### config.mk
export PLATFORM = sky130hd
export DESIGN_NAME = wildcard_byte_pattern_search_core
export DESIGN_NICKNAME = d
export VERILOG_FILES = /design/src/sv/wbps_pkg.sv /design/src/sv/wbps_cfg.sv /design/src/sv/wbps_match.sv /design/src/sv/wildcard_byte_pattern_search_core.sv
export VERILOG_INCLUDE_DIRS = /design/src /design/src/sv
export SDC_FILE = /design/constraint.sdc
export NUM_CORES = 1
export LEC_CHECK = 0
export ABC_AREA = 1
export BUFFER_PORTS_ARGS = -buffer_cell sky130_fd_sc_hd__buf_4
export CAP_MARGIN = 10
export CELL_PAD_IN_SITES_DETAIL_PLACEMENT = 0
export CELL_PAD_IN_SITES_GLOBAL_PLACEMENT = 1
export CORE_MARGIN = 1.5
export CORE_UTILIZATION = 30
export DETAILED_ROUTE_END_ITERATION = 6
export GPL_TIMING_DRIVEN = 0
export PLACE_DENSITY_LB_ADDON = 0.1
export SLEW_MARGIN = 0
export SYNTH_ARGS = -nofsm -noshare
export SYNTH_HDL_FRONTEND = slang
export SYNTH_SLANG_ARGS = --single-unit
export TNS_END_PERCENT = 5
### constraint.sdc
create_clock -name clk -period 7.1 [get_ports clk]
set_input_delay 1.065 -clock clk [delete_from_list [all_inputs] [get_ports clk]]
set_output_delay 1.065 -clock clk [all_outputs]
set_load 0.05 [all_outputs]
### src/sv/assert_macros.svh
// Assertion helper macros shared by the RTL of the byte signature search.
// Depends on nothing; the bodies compile away when SYNTHESIS is defined.
`ifndef ASSERT_MACROS_SVH
`define ASSERT_MACROS_SVH
`ifndef SYNTHESIS
`define ASSERT_CLK_RST(name, clk_sig, rst_sig, prop, msg) \
  name: assert property (@(posedge clk_sig) disable iff (rst_sig) prop) else $error(msg);
`define ASSERT_CLK(name, clk_sig, prop, msg) \
  name: assert property (@(posedge clk_sig) prop) else $error(msg);
`else
`define ASSERT_CLK_RST(name, clk_sig, rst_sig, prop, msg)
`define ASSERT_CLK(name, clk_sig, prop, msg)
`endif
`endif

### src/sv/wbps_pkg.sv
`timescale 1ns / 1ps
// Shared types and constants for the wildcard byte signature search.
// Used by wbps_cfg, wbps_match and the top level; depends on nothing.
package wbps_pkg;

  localparam int REG_BYTES = 16;
  localparam int PATTERN_MAX_DEF = 16;
  localparam longint MAX_BLOCK_BYTES_DEF = 64'd65536;
  localparam int LEN_W = 5;
  localparam int CARE_W = 16;
  localparam int REG_W = 64;
  localparam int OFFSET_W = 16;
  localparam logic [OFFSET_W-1:0] OFFSET_MAX = 16'hFFFF;

  localparam logic [CARE_W-1:0] CARE_RESET = 16'hFFFF;
  localparam logic [LEN_W-1:0] LEN_RESET = 5'd1;

  // Configuration register indexes.
  typedef enum logic [1:0] {
    CFG_PAT_LO = 2'd0,
    CFG_PAT_HI = 2'd1,
    CFG_CARE   = 2'd2,
    CFG_LEN    = 2'd3
  } cfg_idx_t;

  typedef struct packed {
    logic [REG_W-1:0]  pat_hi;
    logic [REG_W-1:0]  pat_lo;
    logic [CARE_W-1:0] care;
    logic [LEN_W-1:0]  length;
  } cfg_t;

  typedef struct packed {
    logic                found;
    logic [OFFSET_W-1:0] offset;
  } result_t;

endpackage

### src/sv/wbps_cfg.sv
`timescale 1ns / 1ps
// Configuration register file: pattern bytes, care mask and pattern length.
// Depends on wbps_pkg.
module wbps_cfg (
  input  logic                        clk,
  input  logic                        rst,
  input  logic                        cfg_we,
  input  wbps_pkg::cfg_idx_t          cfg_addr,
  input  logic [wbps_pkg::REG_W-1:0]  cfg_data,
  output wbps_pkg::cfg_t              cfg
);

  always_ff @(posedge clk) begin
    if (rst) begin
      cfg.pat_lo <= '0;
      cfg.pat_hi <= '0;
      cfg.care   <= wbps_pkg::CARE_RESET;
      cfg.length <= wbps_pkg::LEN_RESET;
    end else if (cfg_we) begin
      unique case (cfg_addr)
        wbps_pkg::CFG_PAT_LO: cfg.pat_lo <= cfg_data;
        wbps_pkg::CFG_PAT_HI: cfg.pat_hi <= cfg_data;
        wbps_pkg::CFG_CARE:   cfg.care   <= cfg_data[wbps_pkg::CARE_W-1:0];
        wbps_pkg::CFG_LEN:    cfg.length <= cfg_data[wbps_pkg::LEN_W-1:0];
        default: ;
      endcase
    end
  end

endmodule

### src/sv/wbps_match.sv
`timescale 1ns / 1ps
// Byte history window, block byte counter and the masked signature compare.
// Depends on wbps_pkg; driven by the top level once per registered byte.
module wbps_match #(
  parameter int     PATTERN_MAX     = wbps_pkg::PATTERN_MAX_DEF,
  parameter longint MAX_BLOCK_BYTES = wbps_pkg::MAX_BLOCK_BYTES_DEF
) (
  input  logic               clk,
  input  logic               rst,
  input  logic               step,
  input  logic [7:0]         cur_byte,
  input  logic               cur_last,
  input  wbps_pkg::cfg_t     cfg,
  output logic               res_valid,
  output wbps_pkg::result_t  res
);

  localparam int LIM   = (PATTERN_MAX < wbps_pkg::REG_BYTES) ? PATTERN_MAX
                                                            : wbps_pkg::REG_BYTES;
  localparam int WIN   = LIM - 1;
  localparam int IW    = $clog2(LIM);
  localparam int CNT_W = $clog2(MAX_BLOCK_BYTES + 1);

  logic [7:0]       window [WIN];
  logic [CNT_W-1:0] cnt;
  logic             reported;

  logic [wbps_pkg::LEN_W-1:0] len;
  logic [7:0]                 hist [LIM];
  logic [2*wbps_pkg::REG_W-1:0] pat;
  logic                       hit;
  logic [CNT_W:0]             cnt_p1;
  logic [CNT_W:0]             start;
  logic                       found_now;

  always_comb begin
    len = cfg.length;
    if (len == '0) begin
      len = wbps_pkg::LEN_W'(1);
    end else if (len > wbps_pkg::LEN_W'(LIM)) begin
      len = wbps_pkg::LEN_W'(LIM);
    end
  end

  // hist[d] is the byte d positions before the current one.
  always_comb begin
    hist[0] = cur_byte;
    for (int k = 1; k < LIM; k++) begin
      hist[k] = window[k-1];
    end
  end

  assign pat = {cfg.pat_hi, cfg.pat_lo};

  // Pattern byte i lines up with the byte len-1-i positions back.
  always_comb begin
    logic [wbps_pkg::LEN_W-1:0] d;
    hit = 1'b1;
    for (int i = 0; i < LIM; i++) begin
      d = len - wbps_pkg::LEN_W'(1) - wbps_pkg::LEN_W'(i);
      if (wbps_pkg::LEN_W'(i) < len && cfg.care[i] &&
          hist[d[IW-1:0]] != pat[8*i +: 8]) begin
        hit = 1'b0;
      end
    end
  end

  assign cnt_p1    = {1'b0, cnt} + (CNT_W+1)'(1);
  assign start     = cnt_p1 - (CNT_W+1)'(len);
  assign found_now = !reported && (cnt_p1 >= (CNT_W+1)'(len)) && hit;

  always_comb begin
    res_valid  = found_now || (cur_last && !reported);
    res.found  = found_now;
    res.offset = '0;
    if (found_now) begin
      if (start > (CNT_W+1)'(wbps_pkg::OFFSET_MAX)) begin
        res.offset = wbps_pkg::OFFSET_MAX;
      end else begin
        res.offset = wbps_pkg::OFFSET_W'(start);
      end
    end
  end

  always_ff @(posedge clk) begin
    if (rst) begin
      cnt      <= '0;
      reported <= 1'b0;
      for (int k = 0; k < WIN; k++) begin
        window[k] <= '0;
      end
    end else if (step) begin
      if (cur_last) begin
        cnt      <= '0;
        reported <= 1'b0;
        for (int k = 0; k < WIN; k++) begin
          window[k] <= '0;
        end
      end else begin
        if (found_now) begin
          reported <= 1'b1;
        end
        if (cnt != CNT_W'(MAX_BLOCK_BYTES)) begin
          cnt <= cnt_p1[CNT_W-1:0];
        end
        window[0] <= cur_byte;
        for (int k = 1; k < WIN; k++) begin
          window[k] <= window[k-1];
        end
      end
    end
  end

endmodule

### src/sv/wildcard_byte_pattern_search_core.sv
`timescale 1ns / 1ps
// A byte is held in the input register, and its result then in the output register on m_t*.
// Throughput: one byte per cycle; the input register stalls only while the output
// register holds a result the sink has not taken.
// Reset (rst, synchronous, active high) clears the window, the byte counter, the
// match flag, the valid flags of both register stages and the configuration to its reset values.
`include "assert_macros.svh"

module wildcard_byte_pattern_search_core #(
  parameter int     PATTERN_MAX     = wbps_pkg::PATTERN_MAX_DEF,
  parameter longint MAX_BLOCK_BYTES = wbps_pkg::MAX_BLOCK_BYTES_DEF
) (
  input  logic                        clk,
  input  logic                        rst,
  input  logic                        cfg_we,
  input  wbps_pkg::cfg_idx_t          cfg_addr,
  input  logic [wbps_pkg::REG_W-1:0]  cfg_data,
  input  logic                        s_tvalid,
  output logic                        s_tready,
  input  logic [7:0]                  s_tdata,   // [7:0] data_byte
  input  logic                        s_tlast,   // last_byte
  output logic                        m_tvalid,
  input  logic                        m_tready,
  output logic [15:0]                 m_tdata,   // [15:0] match_offset
  output logic                        m_tuser    // found
);

  wbps_pkg::cfg_t    cfg;
  wbps_pkg::result_t res;
  logic              res_valid;

  logic       in_valid;
  logic [7:0] in_byte;
  logic       in_last;
  logic       adv;
  logic       step;

  wbps_cfg u_cfg (
    .clk      (clk),
    .rst      (rst),
    .cfg_we   (cfg_we),
    .cfg_addr (cfg_addr),
    .cfg_data (cfg_data),
    .cfg      (cfg)
  );

  // The registered byte moves on whenever the output register is free or draining.
  assign adv      = !m_tvalid || m_tready;
  assign step     = in_valid && adv;
  assign s_tready = !in_valid || adv;

  always_ff @(posedge clk) begin
    if (rst) begin
      in_valid <= 1'b0;
    end else if (s_tready) begin
      in_valid <= s_tvalid;
    end
  end

  always_ff @(posedge clk) begin
    if (s_tready && s_tvalid) begin
      in_byte <= s_tdata;
      in_last <= s_tlast;
    end
  end

  wbps_match #(
    .PATTERN_MAX     (PATTERN_MAX),
    .MAX_BLOCK_BYTES (MAX_BLOCK_BYTES)
  ) u_match (
    .clk       (clk),
    .rst       (rst),
    .step      (step),
    .cur_byte  (in_byte),
    .cur_last  (in_last),
    .cfg       (cfg),
    .res_valid (res_valid),
    .res       (res)
  );

  always_ff @(posedge clk) begin
    if (rst) begin
      m_tvalid <= 1'b0;
    end else if (adv) begin
      m_tvalid <= step && res_valid;
    end
  end

  always_ff @(posedge clk) begin
    if (step && res_valid) begin
      m_tdata <= res.offset;
      m_tuser <= res.found;
    end
  end

  `ASSERT_CLK_RST(a_notfound_zero, clk, rst, (m_tvalid && !m_tuser) |-> (m_tdata == 16'd0), "not-found result carries a nonzero offset")
  `ASSERT_CLK_RST(a_ready_when_empty, clk, rst, !m_tvalid |-> s_tready, "input stalled while the output register is empty")
  `ASSERT_CLK_RST(a_stall_cause, clk, rst, !s_tready |-> (in_valid && m_tvalid && !m_tready), "input stalled without a blocked result")
  `ASSERT_CLK_RST(a_result_source, clk, rst, $rose(m_tvalid) |-> $past(in_valid), "result appeared with no byte in the input register")

endmodule

* After elaboration in Yosys (flattened, before gate mapping) *
Memories as Yosys holds them, arrays and structs flattened.
Cells that the tools add are included.

cells by class
  $add $sub $neg = 18
  magnitude comparators = 35
  equal/unequal tests = 20
  multiplexer cells = 111
  bitwise operators = 46
  reduce and logical (&&, ||, !) cells = 54

operators with widths
  operator                                                                      number
  8-bit binary-select mux with 4-bit select                                     16
  8-bit 2-to-1 mux                                                              62
  8-bit inequality test                                                         16
  5-bit >= comparator (second input constant)                                   16
  4-bit inverter with 5-bit output                                              16
  4-bit by 5-bit less-than comparator with 1-bit output (first input constant)  8
  1-bit logical AND                                                             38
  17-bit 2-to-1 mux                                                             2
  4-bit subtractor (second input constant)                                      8
  1-bit OR                                                                      30
  1-bit 2-to-1 mux                                                              28
  3-bit by 5-bit less-than comparator with 1-bit output (first input constant)  4
  17-bit by 1-bit adder with 18-bit output (second input constant)              1
  18-bit by 5-bit >= comparator with 1-bit output                               1
  18-bit by 16-bit > comparator with 1-bit output (second input constant)       1
  18-bit by 5-bit subtractor with 18-bit output                                 1
  17-bit inequality test (second input constant)                                1
  16-bit 2-to-1 mux                                                             1
  4-bit by 3-bit subtractor with 4-bit output (second input constant)           4
  2-bit AND reduction                                                           6
  1-bit by 5-bit less-than comparator with 1-bit output (first input constant)  2
  2-bit by 5-bit less-than comparator with 1-bit output (first input constant)  2
  5-bit 2-to-1 mux                                                              2
  4-bit by 1-bit subtractor with 4-bit output (second input constant)           2
  9 further kinds                                                               16

word-level totals
  flip-flop bits (word level) = 195
  bits in writable memories = 120
  input port bits = 80
  word-level logic and storage cells = 297
  memories kept = 1

memories
  name            depth  bits a word  rd ports  clocked after Yosys merged registers in  write ports  line              source
  u_match.window  15     8            15        0                                        15           wbps_match.sv:24  logic [7:0] window [WIN];

* Logic depth before layout (Yosys ltp) *
  word-level depth = 29
  depth in mapped cells = 34
  gate-level depth less buffers = 31

* By module *
From an unflattened synthesis, not the netlist that was laid out.

unflattened totals
  cells, all modules = 3987
  area, all modules = 23666.4 µm²

modules (own cells, without submodules)
  module                             instances  cells each  area each (µm²)  seq. area each (µm²)
  wbps_match                         1          3011        16549.6          3883.7
  wbps_cfg                           1          932         6231.0           2982.9
  wildcard_byte_pattern_search_core  1          44          885.8            820.8

* Least setup slack after synthesis *
No wires, ideal clock.

  path kind = register -> register
  from = register, netlist name u_cfg.cfg[2]
  to = register m_tdata[0] (enable)
  setup time = 373 ps
  arrival time = 4491 ps
  path slack = 2236 ps
  cell stages (with the launch flop) = 31
  path buffers = 5
  clock period less this slack = 4864 ps
  cell sequence = dfxtp_1 -> nor2_2 -> nand2_4 -> nand2_4 -> nand2_2 -> buf_1 -> ha_1 -> clkbuf_1 -> inv_2 -> clkbuf_1 -> buf_1 -> ha_1 -> inv_1 -> nand2_1 -> nand3_1 -> nand2_2 -> buf_2 -> nand2_1 -> nand2_1 -> nand2_1 -> nand2_1 -> nand2_1 -> nor2_1 -> nand2_1 -> nand2_1 -> nand2_1 -> nor2_1 -> nand2_1 -> nor2_4 -> nand3_1 -> nand2_1

on the way
  longest elaborated chain between the ends = 29
  elaborated cells between the ends (all ways) = 169
  those cells by class = add/sub: 16; order compare: 18; eq/ne: 16; mux: 66; bitwise: 16; reduce/logical: 37

RTL lines
  element                                                                                                              line                                     source
  5-bit > comparator                                                                                                   wbps_match.sv:40                         end else if (len > wbps_pkg::LEN_W'(LIM)) begin
  5-bit 2-to-1 mux                                                                                                     wbps_match.sv:40
  5-bit 2-to-1 mux (*)                                                                                                 wbps_match.sv:38                         if (len == '0) begin
  4-bit by 1-bit subtractor with 4-bit output                                                                          wbps_match.sv:60                         d = len - wbps_pkg::LEN_W'(1) - wbps_pkg::LEN_W'(i);
  4-bit by 1-bit subtractor with 4-bit output or 4-bit inverter with 5-bit output (tied branches)                      wbps_match.sv:60, wbps_match.sv:62
  4-bit inverter with 5-bit output (not written as such) or 8-bit binary-select mux with 4-bit select (tied branches)  wbps_match.sv:62                         hist[d[IW-1:0]] != pat[8*i +: 8]) begin
  8-bit binary-select mux with 4-bit select or 8-bit 2-to-1 mux (tied branches)                                        wbps_match.sv:62
  8-bit 2-to-1 mux (not written as such)                                                                               wbps_match.sv:62
  8-bit 2-to-1 mux (not written as such) or 8-bit inequality test (tied branches)                                      wbps_match.sv:62
  8-bit inequality test or 1-bit logical AND (tied branches)                                                           wbps_match.sv:62, wbps_match.sv:61
  1-bit logical AND or 1-bit 2-to-1 mux (tied branches)                                                                wbps_match.sv:61                         if (wbps_pkg::LEN_W'(i) < len && cfg.care[i] &&
  1-bit 2-to-1 mux (15 in series)                                                                                      wbps_match.sv:61
  1-bit logical AND (*)                                                                                                wbps_match.sv:70                         assign found_now = !reported && (cnt_p1 >= (CNT_W+1)'(len)) && hit;
  1-bit logical OR (*)                                                                                                 wbps_match.sv:73                         res_valid = found_now || (cur_last && !reported);
  1-bit logical AND (*)                                                                                                wildcard_byte_pattern_search_core.sv:90  if (step && res_valid) begin
  end signal, assigned                                                                                                 wildcard_byte_pattern_search_core.sv:91  m_tdata <= res.offset;
  end, declared                                                                                                        wildcard_byte_pattern_search_core.sv:24  output logic [15:0] m_tdata,

Every way passes the cells marked *; elsewhere a longest branch is shown, timed or not. The select of a mux whose other input is x is not followed.
A chain may end at the register's enable or synchronous reset.

* Final worst setup path *
  from = register, netlist name u_cfg.cfg[2]
  to = register m_tdata[7] (enable)

on the way
  longest elaborated chain between the ends = 29
  elaborated cells between the ends (all ways) = 169
  those cells by class = add/sub: 16; order compare: 18; eq/ne: 16; mux: 66; bitwise: 16; reduce/logical: 37

RTL lines
  element                                                                                                              line
  5-bit > comparator                                                                                                   wbps_match.sv:40
  5-bit 2-to-1 mux                                                                                                     wbps_match.sv:40
  5-bit 2-to-1 mux (*)                                                                                                 wbps_match.sv:38
  4-bit by 1-bit subtractor with 4-bit output                                                                          wbps_match.sv:60
  4-bit by 1-bit subtractor with 4-bit output or 4-bit inverter with 5-bit output (tied branches)                      wbps_match.sv:60, wbps_match.sv:62
  4-bit inverter with 5-bit output (not written as such) or 8-bit binary-select mux with 4-bit select (tied branches)  wbps_match.sv:62
  8-bit binary-select mux with 4-bit select or 8-bit 2-to-1 mux (tied branches)                                        wbps_match.sv:62
  8-bit 2-to-1 mux (not written as such)                                                                               wbps_match.sv:62
  8-bit 2-to-1 mux (not written as such) or 8-bit inequality test (tied branches)                                      wbps_match.sv:62
  8-bit inequality test or 1-bit logical AND (tied branches)                                                           wbps_match.sv:62, wbps_match.sv:61
  1-bit logical AND or 1-bit 2-to-1 mux (tied branches)                                                                wbps_match.sv:61
  1-bit 2-to-1 mux (15 in series)                                                                                      wbps_match.sv:61
  1-bit logical AND (*)                                                                                                wbps_match.sv:70
  1-bit logical OR (*)                                                                                                 wbps_match.sv:73
  1-bit logical AND (*)                                                                                                wildcard_byte_pattern_search_core.sv:90

Marked as above.

==> metrics <==
status finished, final reports clean; final WL 133000 um; DR vias approximately 25000; setup bufs post-CTS 0; Synth Instances ~3500; crit path launch type flop; CP Data Required Time between 7000 and 8000 ps; clock-pin slew on the worst setup and hold paths around 60 ps; Hold Path Sink u_cfg.cfg[12]$_SDFFE_PP1P_; initial antenna violation count 7; r2r setup slk 430 ps; commonest non-fill, non-tap cell in the layout nand2_1; worst-path fanout max 17; Worst Min Path Start u_cfg.cfg[12]$_SDFFE_PP1P_; Initial Utilization 30.4%; Synth Net Count 3577; Final Net Count between 3000 and 4000; vias in the first global route 23491; most frequent cells in the layout nand2_1, nand3_1, nor2_1; r2r endpoint m_tdata[7]$_SDFFCE_PN0P_; total gr overflow 0; Crit. Startpoint u_cfg.cfg[2]$_SDFFE_PP0P_; Worst IR Drop VDD 0.175 mV; Comb pwr share a little over a third; Primary FF master, synth dfxtp_1; GPL Wtd Cong 1.02; Hold Path Class flop to flop; setup violators final 0; final instance area 25300 um^2; Starting DRT DRC Count 3062; Residual DRC 0; HPWL Detailed between 100000 and 150000 um; total power 6.76 mW; Final ANT Viol Nets 0; TritonCTS clock tree yes; die area 74500 um^2; CTS H-tree lvls 2; Hold Fails Final Rpt 0; Slew Limit Headroom between 15 and 20%; critical path type flop to flop; Core Rows 98; Crit path top cell by count nand2_1; die height ~270 um; largest net degree at the start of global routing 57; NetSw 2.85 mW; Power Density 268 nW/um^2; Final Critical Period 6670 ps; fmax 0.150 GHz; clock buffer depth 3; Internal Power between 3 and 4 mW; skew final 46.9 ps; Worst Reg2Reg Path Length in Cells 28; RSZ-0062 raised after global routing no; I/O pin cnt 99; CP max stage delay 600 ps; RR Startpoint u_cfg.cfg[2]$_SDFFE_PP0P_; Leak Pwr 11.8 nW; DRT Pass-1 Iters 6; sw frac 42.1%; area growth from synthesis to layout 15.6%; CP max-delay cell dfxtp_1; Cell Area, Placed 23800 um^2; sequential share of power a little under a third; first-pass GRT wire length between 150000 and 200000 um; all-layer global routing usage 35.0%; max-slew violations 0; pre-CTS WS -204 ps; number of flops mapped to enable cells by yosys 138; CTS Sinks about 320; Period Utilization, post-route 93.9%; Yosys warnings 0; setup ws final ~430 ps; maxcap violations 0; vias per cell 5.50; layout cells sized above 1 7.83%; TritonCTS buffer count 42; Netlist cell types 50; CP arrival just under 7000 ps; clk_lat worst skew 610 ps; sequential-to-total area share from yosys stat 35.2%; hold path cells 2; core area 71900 um^2; die width about 270 um; crit path capture type flop; CTS root buf clkbuf_16; routed len/inst 28.8 um; clock power share 33.3%; asr flop ratio synth 0%; flops & latches, synth 315; worst slew pin tran 1230 ps; count of port buffers added during placement 98; Avg Cell Area, Syn roughly 6.3 um^2; Fillers around 8000; Synth Cell Area 21900 um^2
==> through the flow <==
step / util (%) / TNS (ps) / std cells / hold slack, ps
after global placement: 33.1 / -22280 / 4526 / 441
final: 35.2 / 0 / 4606 / 462
after global routing: 35.2 / 0 / 4604 / 486
after CTS: 35.2 / 0 / 4605 / 461
after detailed placement: 33.2 / -3460 / 4528 / 446
after floorplan: - / 0 / 3478 / 422
==> how the worst max path moves through the flow <==
stage | endpoint | slack [ps] | cells past startpoint
after floorplan | m_tdata[0]$_SDFFCE_PN0P_ | 2240 | 30
after global placement | m_tdata[1]$_SDFFCE_PN0P_ | -960 | 30
after detailed placement | m_tdata[1]$_SDFFCE_PN0P_ | -200 | 30
after CTS | m_tdata[7]$_SDFFCE_PN0P_ | 120 | 31
after global routing | m_tdata[1]$_SDFFCE_PN0P_ | 190 | 30
final | m_tdata[7]$_SDFFCE_PN0P_ | 430 | 28
==> timing repair <==
item,4_1_cts,5_1_grt
hold buffers,0,0
resized for setup,2,1
endpoints found under the setup margin,17,17
==> flip-flops by register name (all words and copies together) (netlist names) <==
name and flops:
in_last 1, m_tuser 1, in_valid 1, u_match.window 120, in_byte 8, m_tvalid 1, m_tdata 16, u_match.cnt 17
u_match.reported 1, u_cfg.cfg 149
==> critical path, delay by kind of cell, from the launching register on <==
| family | cells | cell delay (ps) |
|---|---|---|
| AND/OR/NAND/NOR | 19 | 3120 |
| buffers and inverters | 7 | 2010 |
| flip-flops | 1 | 600 |
| adder cells (fa/ha/maj) | 2 | 550 |
==> metal layers <==
layer	part of all wire [%]	GRT usage [%]	vias to the layer above
met5	0	0	-
met4	6.8	20.7	0
met3	8.0	6.76	257
met2	43	53.5	1201
met1	43	45.9	12215
li1	-	-	11656
==> cells by family (layout without fill, tap and decap cells) <==
kind of cell / after synthesis / count (layout) / share of synthesized area, %
other cells: 0 / 2 / 0
flops: 315 / 315 / 35.2
fa+ha+maj: 19 / 19 / 1.12
simple gates: 2330 / 2330 / 45.9
xor+xnor: 36 / 36 / 1.44
buf+inv: 474 / 650 / 8.86
compound gates: 304 / 304 / 7.49
==> cell type report <==
cell class | instances | area, um^2 | share of cell area [%]
multi-input cells | 2689 | 12200 | 48.5
flip-flops and latches | 315 | 7690 | 30.4
clock buffers | 59 | 1230 | 4.86
well taps | 950 | 1190 | 4.70
inverters | 288 | 1080 | 4.28
plain buffers | 185 | 857 | 3.39
repair buffers | 100 | 771 | 3.05
clock inverters | 18 | 198 | 0.782
diodes | 2 | 5.00 | 0.0198
==> power by group through the flow <==
stage          combinational (mW)  clock, mW  sequential, mW
2_1_floorplan                1.43          0            2.07
3_3_place_gp                 2.39          0            2.09
3_5_place_dp                 2.40          0            2.09
4_1_cts                      2.41       2.27            2.05
5_1_grt                      2.66       2.33            2.06
6_report                     2.46       2.25            2.06
==> cells in the mapped netlist (26+ instances only) <==
| cell type | count | area share (%) |
|---|---|---|
| edfxtp_1 | 138 | 19 |
| buf_2 | 48 | 1.1 |
| inv_1 | 279 | 4.8 |
| nand3_1 | 731 | 17 |
| o21ai_0 | 152 | 3.5 |
| dfxtp_1 | 177 | 16 |
| a21oi_1 | 109 | 2.5 |
| nand3b_1 | 46 | 1.6 |
| clkbuf_1 | 91 | 1.6 |
| nand2_1 | 1178 | 20 |
| buf_1 | 30 | 0.52 |
| nor2_1 | 316 | 5.4 |
| xor2_1 | 26 | 1.0 |
No activity file was read; power rests on OpenSTA's default activity.
